**src/rtl/ocra_ram.sv**
```systemverilog
// ----------------------------------------------------------------------------
// Generic RAM
// One write port and one read port with registered read data.
// ----------------------------------------------------------------------------
module ocra_ram #(
   parameter int WIDTH = 8,
   parameter int DEPTH = 16
) (
   input  logic                     clock,
   input  logic                     wr_en,
   input  logic [$clog2(DEPTH)-1:0] wr_addr,
   input  logic [WIDTH-1:0]         wr_data,
   input  logic [$clog2(DEPTH)-1:0] rd_addr,
   output logic [WIDTH-1:0]         rd_data
);

   logic [WIDTH-1:0] mem_ff [DEPTH];
   logic [WIDTH-1:0] rd_ff;

   always_ff @(posedge clock) begin
      if (wr_en) begin
         mem_ff[wr_addr] <= wr_data;
      end
      rd_ff <= mem_ff[rd_addr];
   end

   assign rd_data = rd_ff;

endmodule

```
**config.mk**
```make
export PLATFORM = sky130hd
export DESIGN_NAME = ocra_ram
export DESIGN_NICKNAME = d
export VERILOG_FILES = /design/src/rtl/ocra_ram.sv
export SDC_FILE = /design/constraint.sdc
export NUM_CORES = 1
export LEC_CHECK = 0
export BUFFER_PORTS_ARGS = -buffer_cell sky130_fd_sc_hd__buf_4
export CORE_MARGIN = 4
export CORE_UTILIZATION = 50
export DETAILED_ROUTE_END_ITERATION = 10
export PLACE_DENSITY = 0.77
export SYNTH_ARGS = -nofsm -noshare
export SYNTH_HDL_FRONTEND = slang
export SYNTH_SLANG_ARGS = --single-unit
```
**constraint.sdc**
```tcl
create_clock -name clock -period 4.1 [get_ports clock]
set_clock_uncertainty 0.1 [all_clocks]
set_input_delay 0 -clock clock [delete_from_list [all_inputs] [get_ports clock]]
set_output_delay 0 -clock clock [all_outputs]
set_load 0.005 [all_outputs]
```
==> impl_metrics.ini, run 1 <==
[status]
status = complete, no violations

[logic_synthesis]
async_reset_ff_frac = 0
ys_seq_elements = 136
synth_edf_count = 128
syn_inst = 229
ys_top_cells_by_area = edfxtp_1 (75%), mux4_2 (7.9%), mux4_1 (7.1%)
ys_types = 19
synth_ff_type = edfxtp_1
ys_top_cells_by_count = edfxtp_1 (128), mux4_2 (18), a22oi_1 (16)
yosys_warnings = 0
synthesis.area_um2 = 5150
syn_nets = 247
seq_area_frac_synth = 0.778
yosys.area.top_type = edfxtp_1
yosysMostFrequentCell = edfxtp_1
synth.avg_cell_area_um2 = 22.5
synth_top_area_frac = 0.747

[timing]
worstMarginPinSlew_ns = 0.934
setup_viol = 0
tns_ns = 0
timing.fmax_ghz = 0.594
post-route-period-util = 0.411
final-hold-violation-count = 0
drv_slew = 0
rsz0062_at_grt = no
max_slew_margin = 0.375
layout_min_cycle_time_ns = 1.68

[route]
vias = 2444
via_per_inst = 5.75
drc = 0
wl_per_cell_um = 23.0
ant_nets = 0
drtPass1Iterations = 4
wl_um = 9760
initialDrtViolationCount = 167

[critical_path]
crit_arrival_ns = 1.75
r2r_cells = 3
crit_type = in -> reg
start_kind = primary input
crit_fanout = 8
critPathRequiredTime_ns = 4.16
worstSetupEndpointType = flip-flop

[layout]
n_antenna_cell = 0
multi_input_area_um2 = 1060
fillCellCount = 695
syn_to_final_growth_pct = 20.2
final_nets = 297
finalInstanceArea_um2 = 6180
drive_gt1_frac = 0.264
finish.utilization = 0.624
register_area_um2 = 4000
final-instance-count-excl-fill = 425

[power_and_ir_drop]
ir_worst_vdd_mv = 0.302
leakage_nw = 2.08
power_density_nw_per_um2 = 528

[min_path]
hp-class = in -> reg
worstHoldPathCells = 3

[die]
start_util = 0.519
die_w_um = 109
fp.coreArea_um2 = 9910
die_h_um = 109
pin_count = 26
num_rows = 36
die-area_um2 = 12000

[cts]
clk_pin_slew_worst_paths_ns = 0.06
cts_tree = yes
clockBufferDepth = 2
root_buffer = clkbuf_8
clock_sinks = 136
worst_skew_pair.late_latency_ns = 0.51
cts_max_level = 4
numCtsBuffers = 17

[global_route]
grt_pass1_vias = 2635
antenna_found_initial = 0
grtUsageTotal = 0.184
gr-total-overflow = 0
grt_max_degree = 33
grt_pass1_wl_um = 15300

[place]
detailed_place_hpwl_um = 5840
placed_cells = 380
gp_routability_congestion = 0.775
port_buffers = 25
dpl_cell_area_um2 = 5440

[job]
maxCapViolCount = 0
[cells in the final DEF, fill, tap and decap left out, drive strengths merged]
cell type,n
nand2b,2
bufinv,4
inv,1
nand3,1
buf,28
nor2,13
nand2,9
clkinv,6
a22oi,16
nand3b,2
nor3,4
edfxtp,128
clkbuf,18
dlygate4sd3,13
dfxtp,8
mux4,32
or3b,1
and2,1
and2b,1
nor2b,1
clkinvlp,3
[path summary, 6_finish.rpt]
kind                            from                     end  slack (ns)
max                       wr_addr[1]  mem_ff[0][3]$_DFFE_PP_        2.42
min                       wr_addr[2]  mem_ff[3][1]$_DFFE_PP_        0.03
max reg2reg   mem_ff[0][6]$_DFFE_PP_      rd_data[6]$_DFF_P_        2.57
min reg2reg  mem_ff[14][7]$_DFFE_PP_      rd_data[7]$_DFF_P_        0.57
[stage by stage]
step / power (mW) / hold WS, ns / worst slack [ns]
after global routing: 3.36 / 0.0603 / 2.33
final: 3.27 / 0.0347 / 2.42
after CTS: 3.29 / 0.0225 / 2.45
after detailed placement: 1.74 / 0.223 / 2.12
after floorplan: 1.67 / -0.00113 / 2.51
after global placement: 1.73 / 0.200 / 2.19
[cell type report]
| type | count | area share |
|---|---|---|
| clock buffers | 18 | 0.0676 |
| clock inverters | 14 | 0.0322 |
| multi-input cells | 83 | 0.171 |
| flip-flops and latches | 136 | 0.647 |
| well taps | 133 | 0.0269 |
| repair buffers | 41 | 0.0550 |
[what timing repair did]
item	4_1_cts	5_1_grt
buffers inserted	0	0
gates resized for setup	0	0
hold buffers	13	0
endpoints found under the hold margin	163	0
[kinds of logic (layout without fill, tap and decap cells)]
group                  Yosys count  count (layout)  synth area share
AND/OR/NAND/NOR                 35              35            0.0318
multiplexers                    32              32             0.150
flip-flops                     136             136             0.778
buffers and inverters           10              73            0.0168
AO/OA/AOI/OAI                   16              16            0.0233
[flip-flops by register name, indices dropped and copies added, names as in the netlist]
register / cells
mem_ff: 128
rd_data: 8
[routing by layer]
metal,GRT usage,vias to the layer above,share of wire
met2,0.290,108,0.50
met3,0.0423,19,0.084
li1,-,1082,-
met4,0.0721,0,0.019
met5,0,-,0
met1,0.252,1235,0.40
[worst max-delay path, cell delays in order]
cell and delay (ns):
dlygate4sd3_1 0.53, buf_4 0.16, nor3_1 0.22, dlygate4sd3_1 0.84
[power breakdown]
part / switching [mW] / total [mW] / leakage [nW] / internal [mW]
clock network: 0.558 / 1.55 / 0.289 / 0.991
registers: 0.00817 / 1.56 / 1.22 / 1.55
logic: 0.0824 / 0.155 / 0.563 / 0.0727
Note: power is estimated with default switching activity, not from simulation.
==> inputs of run 2 (changes only) <==
clock period = 1.6 ns   (was 4.1 ns; I/O delays follow)
==> run 2 against run 1 <==
  * Die area unchanged
  * Core utilization increased by 1.9 points
  * Critical endpoint is now rd_data[4]$_DFF_P_
  * Critical path depth increased by 2
  * Clock-buffer cell count unchanged
  * Via count increased by 4.0%
  * Highest routed layer unchanged
==> impl_metrics.ini, run 2 (synthesis gave the netlist of run 1 again) <==
[die]
start_util = 0.519
die-area_um2 = 12000
die_h_um = 109
fp.coreArea_um2 = 9910
pin_count = 26
die_w_um = 109
num_rows = 36

[global_route]
grt_max_degree = 17
grt_most_used_layer = met2
grt_pass1_vias = 2728
grt_use_met3 = 0.0405
grtUsageTotal = 0.190
grt_pass1_wl_um = 15800
gr-usage-met1 = 0.252
gr-total-overflow = 0
met2_usage = 0.307
antenna_found_initial = 0

[place]
place_ws_ns = 0.114
detailed_place_hpwl_um = 6140
gp_routability_congestion = 0.730
port_buffers = 25
dpl_cell_area_um2 = 5630

[status]
status = complete, no violations

[min_path]
worstHoldStart = wr_addr[2]
hp-class = in -> reg
worstHoldPathCells = 4

[cts]
root_buffer = clkbuf_8
cts_max_level = 4
clockBufferDepth = 2
cts_tree = yes
numCtsBuffers = 17
clk_pin_slew_worst_paths_ns = 0.06
worst_skew_pair.late_latency_ns = 0.52
clock_sinks = 136

[critical_path]
r2r-start = mem_ff[10][4]$_DFFE_PP_
crit_arrival_ns = 1.82
crit_type = in -> reg
startpoint = rd_addr[0]
start_kind = primary input
crit_fanout = 12
r2r_cells = 3
critPathRequiredTime_ns = 1.91
worstSetupEndpointType = flip-flop

[layout]
drive_gt1_frac = 0.312
regMostFlops = mem_ff
largest_reg_flops = 128
final_common_cell = edfxtp_1
final_nets = 322
n_antenna_cell = 0
finalInstanceArea_um2 = 6370
syn_to_final_growth_pct = 23.8
final_cell_mix = edfxtp_1 (128), buf_4 (46), mux4_2 (18)
finish.utilization = 0.643

[timing]
timing.fmax_ghz = 0.662
drv_slew = 0
post-route-period-util = 0.944
rsz0062_at_grt = no
final-hold-violation-count = 0
layout_min_cycle_time_ns = 1.51
tns_ns = 0
setup_viol = 0
worstMarginPinSlew_ns = 0.386
max_slew_margin = 0.743
setup_ws_ns = 0.0897

[route]
initialDrtViolationCount = 189
drtPass1Iterations = 4
vias = 2542
drc = 0
via_per_inst = 5.65
wl_per_cell_um = 22.8
ant_nets = 0
wl_um = 10200

[power_and_ir_drop]
comb_power_share = 0.053
p_int_mw = 6.42
leakage_nw = 2.19
switchingPower_mw = 1.71
power_frac_seq = 0.494
power_density_nw_per_um2 = 1280
swShare = 0.210
ir_worst_vdd_mv = 0.862
total_power_mw = 8.13
p_clk_frac = 0.453

[job]
maxCapViolCount = 0
[run 2: changes by cell type in the layout (fill, tap and decap cells not counted), sizes merged]
| cell | change |
|---|---|
| clkinvlp | +3 |
| buf | +21 |
| bufinv | -2 |
| dlygate4sd3 | +4 |
| clkinv | -3 |
| inv | +2 |
[run 2: power groups by stage]
| stage | clock [mW] | sequential, mW | combinational [mW] |
|---|---|---|---|
| 2_1_floorplan | 0 | 4.08 | 0.202 |
| 3_3_place_gp | 0 | 4.08 | 0.389 |
| 3_5_place_dp | 0 | 4.09 | 0.399 |
| 4_1_cts | 3.71 | 4.01 | 0.439 |
| 5_1_grt | 3.90 | 4.02 | 0.470 |
| 6_report | 3.68 | 4.01 | 0.434 |
[run 2: final cells by class]
| type | count | area, um^2 |
|---|---|---|
| Clock buffer | 18 | 418 |
| Clock inverter | 14 | 149 |
| Fill cell | 664 | 3530 |
| Multi-Input combinational cell | 83 | 1060 |
| Sequential cell | 136 | 4000 |
| Tap cell | 133 | 166 |
| Timing Repair Buffer | 66 | 576 |
[run 2: worst max-delay path, cell delays in order]
cell	delay, ns
dlygate4sd3_1	0.52
buf_4	0.20
buf_12	0.18
mux4_1	0.60
a22oi_2	0.23
nand2_1	0.08
[run 2: final timing paths]
kind | to | slack (ns)
worst max-delay path | rd_data[4]$_DFF_P_ | 0.09
worst min-delay path | mem_ff[15][3]$_DFFE_PP_ | 0.03
worst max register to register | rd_data[4]$_DFF_P_ | 0.14
worst min register to register | rd_data[5]$_DFF_P_ | 0.59
[run 2: metal layers]
layer,routed length [um],share of wire
met1,4190,0.41
met2,5230,0.51
met3,608,0.059
met4,214,0.021
met5,0,0
[run 2: timing repair]
item,4_1_cts,5_1_grt
hold buffers,17,0
setup buffers,0,0
endpoints found under the setup margin,0,1
gates resized for setup,0,1
hold endpoints to repair,192,0
[run 2: through the flow]
stage,instances,hold WS [ns]
after global routing,450,0.0537
after global placement,401,0.202
after CTS,450,0.0211
final,450,0.0346
after detailed placement,401,0.222
after floorplan,229,-0.00113
